--- src/design/array_list_insert_remove_unit_assert.svh ---
// assertion macros shared by the list unit
`ifndef ARRAY_LIST_INSERT_REMOVE_UNIT_ASSERT_SVH
`define ARRAY_LIST_INSERT_REMOVE_UNIT_ASSERT_SVH

// same-cycle implication, clocked by i_clk, off during reset
`define ALRU_CHECK(label, ante, cons, msg) \
    label: assert property (@(posedge i_clk) disable iff (!i_rst_n) (ante) |-> (cons)) \
        else $error(msg);

// next-cycle implication, clocked by i_clk, off during reset
`define ALRU_CHECK_NEXT(label, ante, cons, msg) \
    label: assert property (@(posedge i_clk) disable iff (!i_rst_n) (ante) |=> (cons)) \
        else $error(msg);

`endif

--- src/design/alru_pkg.sv ---
`default_nettype none

package alru_pkg;

    localparam int KIND_W      = 3;
    localparam int POS_W       = 5;
    localparam int VAL_W       = 32;
    localparam int STAT_W      = 2;
    localparam int CNT_W       = 5;
    localparam int IN_TDATA_W  = 40;
    localparam int OUT_TDATA_W = 40;

    typedef enum logic [KIND_W-1:0] {
        K_INS_END   = 3'd0,
        K_INS_AT    = 3'd1,
        K_INS_FRONT = 3'd2,
        K_REM_END   = 3'd3,
        K_REM_AT    = 3'd4,
        K_REM_FRONT = 3'd5,
        K_READ      = 3'd6,
        K_CLEAR     = 3'd7
    } t_kind;

    typedef enum logic [STAT_W-1:0] {
        ST_OK    = 2'd0,
        ST_FULL  = 2'd1,
        ST_EMPTY = 2'd2,
        ST_RANGE = 2'd3
    } t_status;

    typedef enum logic [2:0] {
        S_IDLE,
        S_INS_RD,
        S_INS_WR,
        S_REM_RD,
        S_REM_WR,
        S_RD_WAIT,
        S_RESP
    } t_state;

    // memory port strobes
    typedef struct packed {
        logic we;
        logic re;
    } t_mem_ctl;

    // finished request handed to the output stage
    typedef struct packed {
        logic    valid;
        t_status status;
        logic    rd_ok;
    } t_rsp;

endpackage

`default_nettype wire

--- src/design/alru_mem.sv ---
`default_nettype none

module alru_mem #(
    parameter int DEPTH = 16,
    parameter int DW    = 32,
    localparam int AW   = $clog2(DEPTH)
) (
    input  wire logic                 i_clk,
    input  wire alru_pkg::t_mem_ctl   i_ctl,
    input  wire logic [AW-1:0]        i_waddr,
    input  wire logic [DW-1:0]        i_wdata,
    input  wire logic [AW-1:0]        i_raddr,
    output      logic [DW-1:0]        o_rdata
);
    import alru_pkg::*;

    logic [DW-1:0] r_mem [DEPTH];
    logic [DW-1:0] r_rdata;

    always_ff @(posedge i_clk) begin
        if (i_ctl.we) begin
            r_mem[i_waddr] <= i_wdata;
        end
    end

    // registered read, holds until the next read strobe
    always_ff @(posedge i_clk) begin
        if (i_ctl.re) begin
            r_rdata <= r_mem[i_raddr];
        end
    end

    assign o_rdata = r_rdata;

endmodule

`default_nettype wire

--- src/design/alru_ctrl.sv ---
`default_nettype none
`include "array_list_insert_remove_unit_assert.svh"

module alru_ctrl #(
    parameter int CAPACITY = 16,
    localparam int AW      = $clog2(CAPACITY),
    localparam int CW      = $clog2(CAPACITY + 1)
) (
    input  wire logic                        i_clk,
    input  wire logic                        i_rst_n,
    input  wire logic                        i_req_valid,
    output      logic                        o_req_ready,
    input  wire alru_pkg::t_kind             i_kind,
    input  wire logic [alru_pkg::POS_W-1:0]  i_position,
    input  wire logic [alru_pkg::VAL_W-1:0]  i_value,
    output      alru_pkg::t_rsp              o_rsp,
    input  wire logic                        i_rsp_ack,
    output      logic [CW-1:0]               o_count,
    output      alru_pkg::t_mem_ctl          o_mem,
    output      logic [AW-1:0]               o_waddr,
    output      logic [AW-1:0]               o_raddr,
    output      logic [alru_pkg::VAL_W-1:0]  o_wdata,
    input  wire logic [alru_pkg::VAL_W-1:0]  i_rdata
);
    import alru_pkg::*;

    localparam int CMPW = (CW > POS_W) ? CW : POS_W;

    t_state              r_state, n_state;
    logic [CW-1:0]       r_count;
    logic [AW-1:0]       r_idx;
    logic [AW-1:0]       r_end;
    logic [VAL_W-1:0]    r_value;
    t_status             r_status;
    logic                r_rd_ok;

    logic [CMPW-1:0]     w_cnt, w_pos, w_at;
    logic                w_is_ins, w_is_rem, w_is_read, w_is_clear;
    t_status             w_status;
    logic                w_take;
    logic [AW-1:0]       w_step;
    logic                w_done;

    // request decode
    assign w_cnt = CMPW'(r_count);
    assign w_pos = CMPW'(i_position);

    always_comb begin
        w_is_ins   = 1'b0;
        w_is_rem   = 1'b0;
        w_is_read  = 1'b0;
        w_is_clear = 1'b0;
        w_at       = w_pos;
        unique case (i_kind)
            K_INS_END: begin
                w_is_ins = 1'b1;
                w_at     = w_cnt;
            end
            K_INS_AT: begin
                w_is_ins = 1'b1;
            end
            K_INS_FRONT: begin
                w_is_ins = 1'b1;
                w_at     = '0;
            end
            K_REM_END: begin
                w_is_rem = 1'b1;
                w_at     = w_cnt - CMPW'(1);
            end
            K_REM_AT: begin
                w_is_rem = 1'b1;
            end
            K_REM_FRONT: begin
                w_is_rem = 1'b1;
                w_at     = '0;
            end
            K_READ: begin
                w_is_read = 1'b1;
            end
            K_CLEAR: begin
                w_is_clear = 1'b1;
            end
            default: begin
                w_is_clear = 1'b1;
            end
        endcase
    end

    always_comb begin
        w_status = ST_OK;
        if (w_is_ins) begin
            if (w_cnt == CMPW'(CAPACITY)) begin
                w_status = ST_FULL;
            end else if (w_at > w_cnt) begin
                w_status = ST_RANGE;
            end
        end else if (w_is_rem || w_is_read) begin
            if (w_cnt == '0) begin
                w_status = ST_EMPTY;
            end else if (w_at >= w_cnt) begin
                w_status = ST_RANGE;
            end
        end
    end

    assign w_take = (r_state == S_IDLE) && i_req_valid;

    // shared index unit: one step and one compare per cycle
    assign w_step = ((r_state == S_INS_RD) || (r_state == S_INS_WR))
                    ? r_idx - AW'(1) : r_idx + AW'(1);
    assign w_done = (r_idx == r_end);

    // next state
    always_comb begin
        n_state = r_state;
        unique case (r_state)
            S_IDLE: begin
                if (i_req_valid) begin
                    if (w_status != ST_OK || w_is_clear) begin
                        n_state = S_RESP;
                    end else if (w_is_ins) begin
                        n_state = S_INS_RD;
                    end else if (w_is_rem) begin
                        n_state = S_REM_RD;
                    end else begin
                        n_state = S_RD_WAIT;
                    end
                end
            end
            S_INS_RD:  n_state = w_done ? S_RESP : S_INS_WR;
            S_INS_WR:  n_state = S_INS_RD;
            S_REM_RD:  n_state = w_done ? S_RESP : S_REM_WR;
            S_REM_WR:  n_state = S_REM_RD;
            S_RD_WAIT: n_state = S_RESP;
            S_RESP:    n_state = i_rsp_ack ? S_IDLE : S_RESP;
            default:   n_state = S_IDLE;
        endcase
    end

    // outputs
    always_comb begin
        o_req_ready = (r_state == S_IDLE);
        o_mem       = '0;
        o_raddr     = w_step;
        o_waddr     = r_idx;
        o_wdata     = i_rdata;
        unique case (r_state)
            S_IDLE: begin
                o_raddr  = AW'(w_at);
                o_mem.re = i_req_valid && w_is_read && (w_status == ST_OK);
            end
            S_INS_RD: begin
                o_mem.re = !w_done;
                o_mem.we = w_done;
                o_wdata  = r_value;
            end
            S_INS_WR, S_REM_WR: begin
                o_mem.we = 1'b1;
            end
            S_REM_RD: begin
                o_mem.re = !w_done;
            end
            S_RD_WAIT, S_RESP: begin
                o_mem = '0;
            end
            default: begin
                o_mem = '0;
            end
        endcase
        o_rsp.valid  = (r_state == S_RESP);
        o_rsp.status = r_status;
        o_rsp.rd_ok  = r_rd_ok;
        o_count      = r_count;
    end

    always_ff @(posedge i_clk) begin
        if (!i_rst_n) begin
            r_state <= S_IDLE;
            r_count <= '0;
        end else begin
            r_state <= n_state;
            if (w_take && w_is_clear) begin
                r_count <= '0;
            end else if (r_state == S_INS_RD && w_done) begin
                r_count <= r_count + CW'(1);
            end else if (r_state == S_REM_RD && w_done) begin
                r_count <= r_count - CW'(1);
            end
        end
    end

    always_ff @(posedge i_clk) begin
        if (w_take) begin
            r_value  <= i_value;
            r_status <= w_status;
            r_rd_ok  <= w_is_read && (w_status == ST_OK);
            if (w_is_ins) begin
                r_idx <= AW'(w_cnt);
                r_end <= AW'(w_at);
            end else begin
                r_idx <= AW'(w_at);
                r_end <= AW'(w_cnt - CMPW'(1));
            end
        end else if (r_state == S_INS_WR || r_state == S_REM_WR) begin
            r_idx <= w_step;
        end
    end

    `ALRU_CHECK(a_count_cap, 1'b1, r_count <= CW'(CAPACITY), "count above capacity")
    `ALRU_CHECK(a_ins_order, r_state == S_INS_RD, r_idx >= r_end, "insert index passed its end")
    `ALRU_CHECK(a_rem_order, r_state == S_REM_RD, r_idx <= r_end, "remove index passed its end")
    `ALRU_CHECK_NEXT(a_rem_count, r_state == S_REM_RD && w_done,
        r_count == $past(r_count) - CW'(1), "remove did not drop count")
    `ALRU_CHECK_NEXT(a_clear, w_take && w_is_clear, r_count == '0, "clear left entries")

endmodule

`default_nettype wire

--- src/design/array_list_insert_remove_unit.sv ---
// result path: clear and refused requests pass S_RESP into the output register;
//   read adds S_RD_WAIT; insert and remove add a last read state, plus a read and
//   a write state per moved entry; a new request is taken only once the last result
//   has left S_RESP, so a stalled result holds off new requests
// reset: synchronous active low i_rst_n empties the list and idles the sequencer;
//   list storage is not cleared and no clearing pass runs
`default_nettype none

module array_list_insert_remove_unit #(
    parameter int CAPACITY = 16
) (
    input  wire logic                              i_clk,
    input  wire logic                              i_rst_n,
    // request stream
    input  wire logic                              i_s_tvalid,
    output      logic                              o_s_tready,
    // tdata: position [4:0], value [36:5], zero pad [39:37]
    input  wire logic [alru_pkg::IN_TDATA_W-1:0]   i_s_tdata,
    // tuser: kind [2:0]
    input  wire logic [alru_pkg::KIND_W-1:0]       i_s_tuser,
    // result stream
    output      logic                              o_m_tvalid,
    input  wire logic                              i_m_tready,
    // tdata: status [1:0], count_now [6:2], read_value [38:7], zero pad [39]
    output      logic [alru_pkg::OUT_TDATA_W-1:0]  o_m_tdata
);
    import alru_pkg::*;

    localparam int AW = $clog2(CAPACITY);
    localparam int CW = $clog2(CAPACITY + 1);

    // request fields unpacked from the stream
    t_kind               w_kind;
    logic [POS_W-1:0]    w_position;
    logic [VAL_W-1:0]    w_value;

    // sequencer to output stage
    t_rsp                w_rsp;
    logic                w_rsp_ack;
    logic [CW-1:0]       w_count;

    // memory port
    t_mem_ctl            w_mem;
    logic [AW-1:0]       w_waddr, w_raddr;
    logic [VAL_W-1:0]    w_wdata, w_rdata;

    // result fields
    logic [CNT_W-1:0]    w_count_now;
    logic [VAL_W-1:0]    w_read_value;

    // output register
    logic                         r_m_valid;
    logic [OUT_TDATA_W-1:0]       r_m_data;

    assign w_kind     = t_kind'(i_s_tuser);
    assign w_position = i_s_tdata[POS_W-1:0];
    assign w_value    = i_s_tdata[POS_W +: VAL_W];

    // sequencer with the shared index step/compare unit
    alru_ctrl #(
        .CAPACITY (CAPACITY)
    ) u_ctrl (
        .i_clk       (i_clk),
        .i_rst_n     (i_rst_n),
        .i_req_valid (i_s_tvalid),
        .o_req_ready (o_s_tready),
        .i_kind      (w_kind),
        .i_position  (w_position),
        .i_value     (w_value),
        .o_rsp       (w_rsp),
        .i_rsp_ack   (w_rsp_ack),
        .o_count     (w_count),
        .o_mem       (w_mem),
        .o_waddr     (w_waddr),
        .o_raddr     (w_raddr),
        .o_wdata     (w_wdata),
        .i_rdata     (w_rdata)
    );

    // list storage, one write and one registered read per cycle
    alru_mem #(
        .DEPTH (CAPACITY),
        .DW    (VAL_W)
    ) u_mem (
        .i_clk   (i_clk),
        .i_ctl   (w_mem),
        .i_waddr (w_waddr),
        .i_wdata (w_wdata),
        .i_raddr (w_raddr),
        .o_rdata (w_rdata)
    );

    // finished request moves into the output register when it is free or draining
    assign w_rsp_ack = w_rsp.valid && (!r_m_valid || i_m_tready);

    // count_now is the low bits of the count; read data only on a good read
    assign w_count_now  = CNT_W'(w_count);
    assign w_read_value = w_rsp.rd_ok ? w_rdata : '0;

    always_ff @(posedge i_clk) begin
        if (!i_rst_n) begin
            r_m_valid <= 1'b0;
        end else if (w_rsp_ack) begin
            r_m_valid <= 1'b1;
        end else if (i_m_tready) begin
            r_m_valid <= 1'b0;
        end
    end

    always_ff @(posedge i_clk) begin
        if (w_rsp_ack) begin
            r_m_data <= OUT_TDATA_W'({w_read_value, w_count_now, w_rsp.status});
        end
    end

    assign o_m_tvalid = r_m_valid;
    assign o_m_tdata  = r_m_data;

endmodule

`default_nettype wire

--- config.mk ---
export PLATFORM = sky130hd
export DESIGN_NAME = array_list_insert_remove_unit
export DESIGN_NICKNAME = d
export VERILOG_FILES = /design/src/design/alru_pkg.sv /design/src/design/alru_mem.sv /design/src/design/alru_ctrl.sv /design/src/design/array_list_insert_remove_unit.sv
export VERILOG_INCLUDE_DIRS = /design/src /design/src/design
export SDC_FILE = /design/constraint.sdc
export NUM_CORES = 1
export LEC_CHECK = 0
export BUFFER_PORTS_ARGS = -buffer_cell sky130_fd_sc_hd__buf_2
export CORE_MARGIN = 1
export CORE_UTILIZATION = 53
export DETAILED_ROUTE_END_ITERATION = 16
export PLACE_DENSITY = 0.69
export RECOVER_POWER = 25
export SETUP_SLACK_MARGIN = 0.05
export SYNTH_ARGS = -nofsm -noshare
export SYNTH_HDL_FRONTEND = slang
export SYNTH_HIERARCHICAL = 1
export SYNTH_SLANG_ARGS = --single-unit
--- constraint.sdc ---
create_clock -name i_clk -period 6.6 [get_ports i_clk]
set_clock_uncertainty 0.1 [all_clocks]
set_input_delay 0.33 -clock i_clk [delete_from_list [all_inputs] [get_ports i_clk]]
set_output_delay 0.33 -clock i_clk [all_outputs]
set_load 0.02 [all_outputs]
### Yosys cells after proc, flatten, opt, wreduce, memory -nomap -nowiden

Memories as Yosys holds them, arrays and structs flattened. A register that Yosys moved wholly into a read port is not among the register bits.
Index checks and enable logic that the tools add are counted.

* flip-flop bits (word level): 91
* memory bits (writable): 512
* input port bits: 47
* output and inout port bits: 42
* word-level logic and storage cells: 97
* memories kept: 1

* $add $sub $neg: 4
* order comparisons: 2
* eq/ne operators: 16
* muxes and demuxes: 34
* bitwise gates (word level): 1
* reductions and logical operators: 29

Memory list
* u_mem.r_mem: words 16, bits a word 32, read ports 1, clocked after memory_dff 1, write ports 1, line alru_mem.sv:17 `logic [DW-1:0] r_mem [DEPTH];`

Operator list (count)
* 2-to-1 mux 32 bit: 1
* 2-to-1 mux 4 bit: 6
* == test 3 bit (second input constant): 7
* case mux 3 bit (7 select lines): 1
* 2-to-1 mux 3 bit: 6
* case mux 5 bit (3 select lines): 1
* 2-to-1 mux 2 bit: 7
* == test 3 x 2 -> 1 bit (second input constant): 4
* 2-to-1 mux 5 bit: 2
* logical AND 1 bit: 8
* 2-to-1 mux 1 bit: 8
* nonzero test 2 bit: 4
* OR reduction 2 bit: 4
* == test 3 x 1 -> 1 bit (second input constant): 2
* zero test 3 bit: 2
* OR reduction 3 bit: 2
* adder 5 x 1 -> 5 bit (second input constant): 1
* == test 5 bit (second input constant): 1
* greater-or-equal comparator 5 bit: 1
* greater-than comparator 5 bit: 1
* zero test 5 bit: 1
* logical OR 1 bit: 5
* subtractor 5 x 1 -> 5 bit (second input constant): 1
* adder 4 x 1 -> 4 bit (second input constant): 1
* other kinds (7): 9

### Depth between registers and ports, before layout

* depth after elaboration: 13
* gate-level depth with buffers: 13
* depth with buffers taken out: 12

### By module

Netlist, hierarchy kept.

By module, submodules not included
* alru_mem: times used 1, cells each 838, area each 20155.6 sq um, sequential area each 16335.7 sq um
* alru_ctrl: times used 1, cells each 281, area each 3114.2 sq um, sequential area each 1451.4 sq um
* array_list_insert_remove_unit: times used 1, cells each 80, area each 1477.7 sq um, sequential area each 1191.1 sq um

### Worst setup path after synthesis

No wires, ideal clock.

* path type: register to register
* start point: register u_ctrl.r_count[0], in the netlist u_ctrl/o_count[0]
* end point: register u_mem.r_rdata[0], in the netlist u_mem/o_rdata[0] (read register of u_mem.r_mem) (enable)
* setup time: 442 ps
* arrival time: 4250 ps
* required time: 6058 ps
* slack: 1808 ps
* stages on the path, launching flop included: 13
* path buffers: 0
* period minus slack after synthesis: 4792 ps
* path through: dfxtp_1 inv_1 ha_1 nor3b_1 a31o_2 nand2_1 a31oi_1 ha_1 a21oi_1 o21ai_0 o21ai_0 nand3_1 o41ai_2

RTL lines
* start: declaration: line alru_ctrl.sv:30 `logic [CW-1:0] r_count;`
* start signal: assignment: line alru_ctrl.sv:185 `r_count <= r_count + CW'(1);`
* start signal: assignment: line alru_ctrl.sv:187 `r_count <= r_count - CW'(1);`
* end: declaration: line alru_mem.sv:18 `logic [DW-1:0] r_rdata;`

### Worst setup path in the final report

* start point: register u_ctrl.r_state[0]
* end point: memory u_mem.r_mem[15][18] (data pin)

* word-level cells in the longest chain between the ends: 2

Ends and longest elaborated chain
* start: declaration: line alru_ctrl.sv:29 `t_state r_state, n_state;`
* start signal: assignment: line alru_ctrl.sv:181 `r_state <= n_state;`
* == test 3 x 1 -> 1 bit: line alru_ctrl.sv:147 `unique case (r_state)`
* 2-to-1 mux 32 bit: line alru_ctrl.sv:147
* net w_wdata[18]: line array_list_insert_remove_unit.sv:45 `logic [VAL_W-1:0] w_wdata, w_rdata;`
* end: declaration: line alru_mem.sv:17

The timed path passes the listed nets, and every way through them passes these cells.

==> metrics.md <==
| Metric | Value |
|---|---|
| Status | finished with violations |
| Failing checks | capacitance limit, slew limit |
| Max Clk Rate | 0.224 GHz |
| Number of remaining DRC errors | 0 |
| 1st-iter DRT viols | 1,292 |
| Share of layout cells above drive strength 1 | 26.1% |
| Cell Chain, Critical Path | nand2b_2, nor2_1, clkbuf_1, mux2_1 |
| Final Hold Viols | 0 |
| Cells after DPL | 1,851 |
| Wire per inst | 25.3 µm |
| Capturing point of the worst reg2reg path | u_mem/r_mem[15][18] |
| Flop2flop setup slack | 2.14 ns |
| Worst slack at placement | 2.35 ns |
| Fillers | 3,199 |
| Arr. time, crit path | 4.59 ns |
| Fin worst setup slack | 2.14 ns |
| Post-synth design cell area | 24,700 µm² |
| First-pass GRT wire length | 75.4 mm |
| Rows | 78 |
| Most common cell after layout, fill and taps aside | edfxtp_1 |
| Tcrit/Tclk final | 67.5% |
| # H-tree levels | 3 |
| Area grow syn2layout | 14.3% |
| DIE AREA | 47,600 µm² |
| Final net count | 1,410 |
| Hold Path Cell Cnt | 3 |
| PortBufs | 84 |
| #FFs+latches synth | 635 |
| Period minus WS final | 4.46 ns |
| N_diodes | 0 |
| Distinct cells, synth | 72 |
| Crit. End Element | flop |
| Via density | 5.97 |
| Routed WL | 50.6 mm |
| Clk_lat worst skew | 0.58 ns |
| Sequential-to-total area share from yosys stat | 76.7% |
| Unrepaired setup endpoints after global routing | no |
| R2R depth | 4 |
| Antenna viol nets, final | 0 |
| TritonCTS clock tree | done |
| Crit. path cell count | 4 |
| Crit start category | flop |
| DR WL met2 | 25.3 mm |
| Hold EP | o_m_tvalid |
| Ys Warns | 6 |
| Crit-path slowest cell | clkbuf_1 |
| Detailed Routing Iterations Pass 1 | 7 |
| CTS sink count | 635 |
| Slew margin rel. | -70.7% |
| Metal3 WL | 2.80 mm |
| Commonest non-fill, non-tap cells in the layout | edfxtp_1, mux4_2, clkbuf_16, a22oi_1, clkbuf_1 |
| Final GP Congestion | 0.846 |
| Clock root cell | clkbuf_16 |
| Max cap viols | 3 |
| Total grt overflow | 0 |
| Clk buf depth | 3 |
| Critical R2R Launch | u_ctrl/r_state[0] |
| Worst Path Required | 6.73 ns |
| Power Dens Cells | 540 nW/µm² |
| Syn avg cell area | 20.6 µm² |
| Vias in the first global route | 12,097 |
| Crit Path Class | reg -> reg |
| Initial Util | 54.2% |
| Setup_tns | 0 ns |
| Actual slew at the worst max-slew pin | 2.56 ns |
| Die width | 218 µm |
| Hold path start | i_m_tready |
| GR Util All Layers | 22.0% |
| I/O pin count | 89 |
| Post-CTS Resized | 0 |
| HP Class | in -> reg |
| CP startpoint | u_ctrl/r_state[0] |
| Hpwl dp | 26.3 mm |
| Clock transition at the registers of the reported paths | 0.06 ns |
| Delay-heaviest family, CP | buffers and inverters |
| Die Y | 218 µm |
| DR vias | 11,922 |
| Gate Count Post-Synth | 1,199 |
| Core ar. | 45,700 µm² |
| Largest net degree at the start of global routing | 89 |
| Buf/Inv on CP | 1 |
| Top_reg_cell synth | edfxtp_1 |
| Worst stage delay on the critical path | 1.88 ns |
| WHS | 0.00772 ns |
| Pwr Total | 15.3 mW |
| Worst vdd ir | 0.000624 V |
| Leak Pwr | 9.09 nW |
| # setup viols final | 0 |
| Asr flop ratio synth | 0% |
| Syn nets | 1,257 |
| Crit-path max FO | 26 |
| Slew Limit Fails | 82 |
| Count of flip-flops with a built-in enable after synthesis | 626 |
| CTS buffer count | 66 |
| Non-Filler Instances | 1,998 |
| Met1 Wirelength | 21.5 mm |
| Initial antenna violation count | 0 |
| Uppermost layer routed | met4 |
[where the power goes]
group          internal [mW]  total, mW  leakage (nW)  switching, mW
Clock                   2.05       3.48         0.994           1.43
Sequential              5.90       6.12          5.75          0.221
Combinational           2.25       5.66          2.35           3.42
[cell usage after synthesis (7+ instances only)]
master / count / area (µm²)
buf_4: 16 / 120
buf_1: 10 / 37.5
a21oi_1: 23 / 115
and2_2: 32 / 240
nor3_1: 11 / 55.1
nand2_1: 51 / 191
a22oi_1: 64 / 480
ha_1: 10 / 125
nor2_1: 30 / 113
dfxtp_1: 9 / 180
nor2b_1: 7 / 43.8
inv_1: 12 / 45.0
buf_2: 13 / 65.1
mux2_2: 32 / 360
xnor2_1: 12 / 105
o21ai_0: 11 / 55.1
mux4_2: 128 / 2880
edfxtp_1: 626 / 18800
clkbuf_1: 18 / 67.6
nand3_1: 7 / 35.0
[through the flow]
stage	instance area, µm²	utilization [%]
after floorplan	24700	-
after global placement	26000	57.0
after detailed placement	26000	57.0
after CTS	28400	62.1
after global routing	28300	61.9
final	28300	61.9
[state kept, by name (all words and copies together), names as in the netlist]
name and count:
u_ctrl/r_end 4, u_ctrl/r_status 2, u_mem/r_mem 512, u_ctrl/o_waddr 4, u_ctrl/r_rd_ok 1, u_ctrl/o_count 5
u_mem/o_rdata 32, o_m_tdata 39, u_ctrl/r_value 32, u_ctrl/r_state 3, o_m_tvalid 1
[what timing repair did]
| action | in CTS | in global routing |
|---|---|---|
| setup buffers | 0 | 0 |
| endpoints found under the hold margin | 37 | 0 |
| endpoints found under the setup margin | 0 | 0 |
| hold buffers | 33 | 0 |
[final cells by class]
class                           instances  area [µm²]  area share [%]
Clock inverter                         28         214           0.756
Multi-Input combinational cell        488        5520            19.5
Inverter                               14        66.3           0.234
Clock buffer                           86        1810            6.40
Tap cell                              600         751            2.65
Sequential cell                       635       19000            67.1
Timing Repair Buffer                  147         943            3.33
[cell families after synthesis]
logic type	count (synthesis)	share of synthesized area, %
adders and majority gates	11	0.586
buffers and inverters	76	1.59
AOI/OAI and AO/OA	137	3.94
other	1	0.0152
muxes	162	13.2
DFF	635	76.7
xor gates and xnor gates	14	0.495
and+or+nand+nor	163	3.49
[worst max path at each step]
stage / endpoint / slack, ns
after global placement: u_mem/o_rdata[15] / 2.33
after CTS: u_mem/o_rdata[2] / 2.35
after floorplan: u_mem/o_rdata[0] / 1.81
final: u_mem/r_mem[15][18] / 2.14
after detailed placement: u_mem/o_rdata[15] / 2.35
after global routing: u_mem/r_mem[1][6] / 1.93
[worst register-to-register path, cell delays in order (launching register included)]
cell and delay [ns]:
dfxtp_1 0.57, nand2b_2 0.18, nor2_1 0.75, clkbuf_1 1.88, mux2_1 0.64
[metal layers]
| metal | GRT usage, % | up-vias |
|---|---|---|
| li1 | - | 5232 |
| met1 | 30.6 | 6239 |
| met2 | 36.0 | 373 |
| met3 | 3.58 | 78 |
| met4 | 6.62 | 0 |
| met5 | 0 | - |
Note: power is estimated with default switching activity, not from simulation.
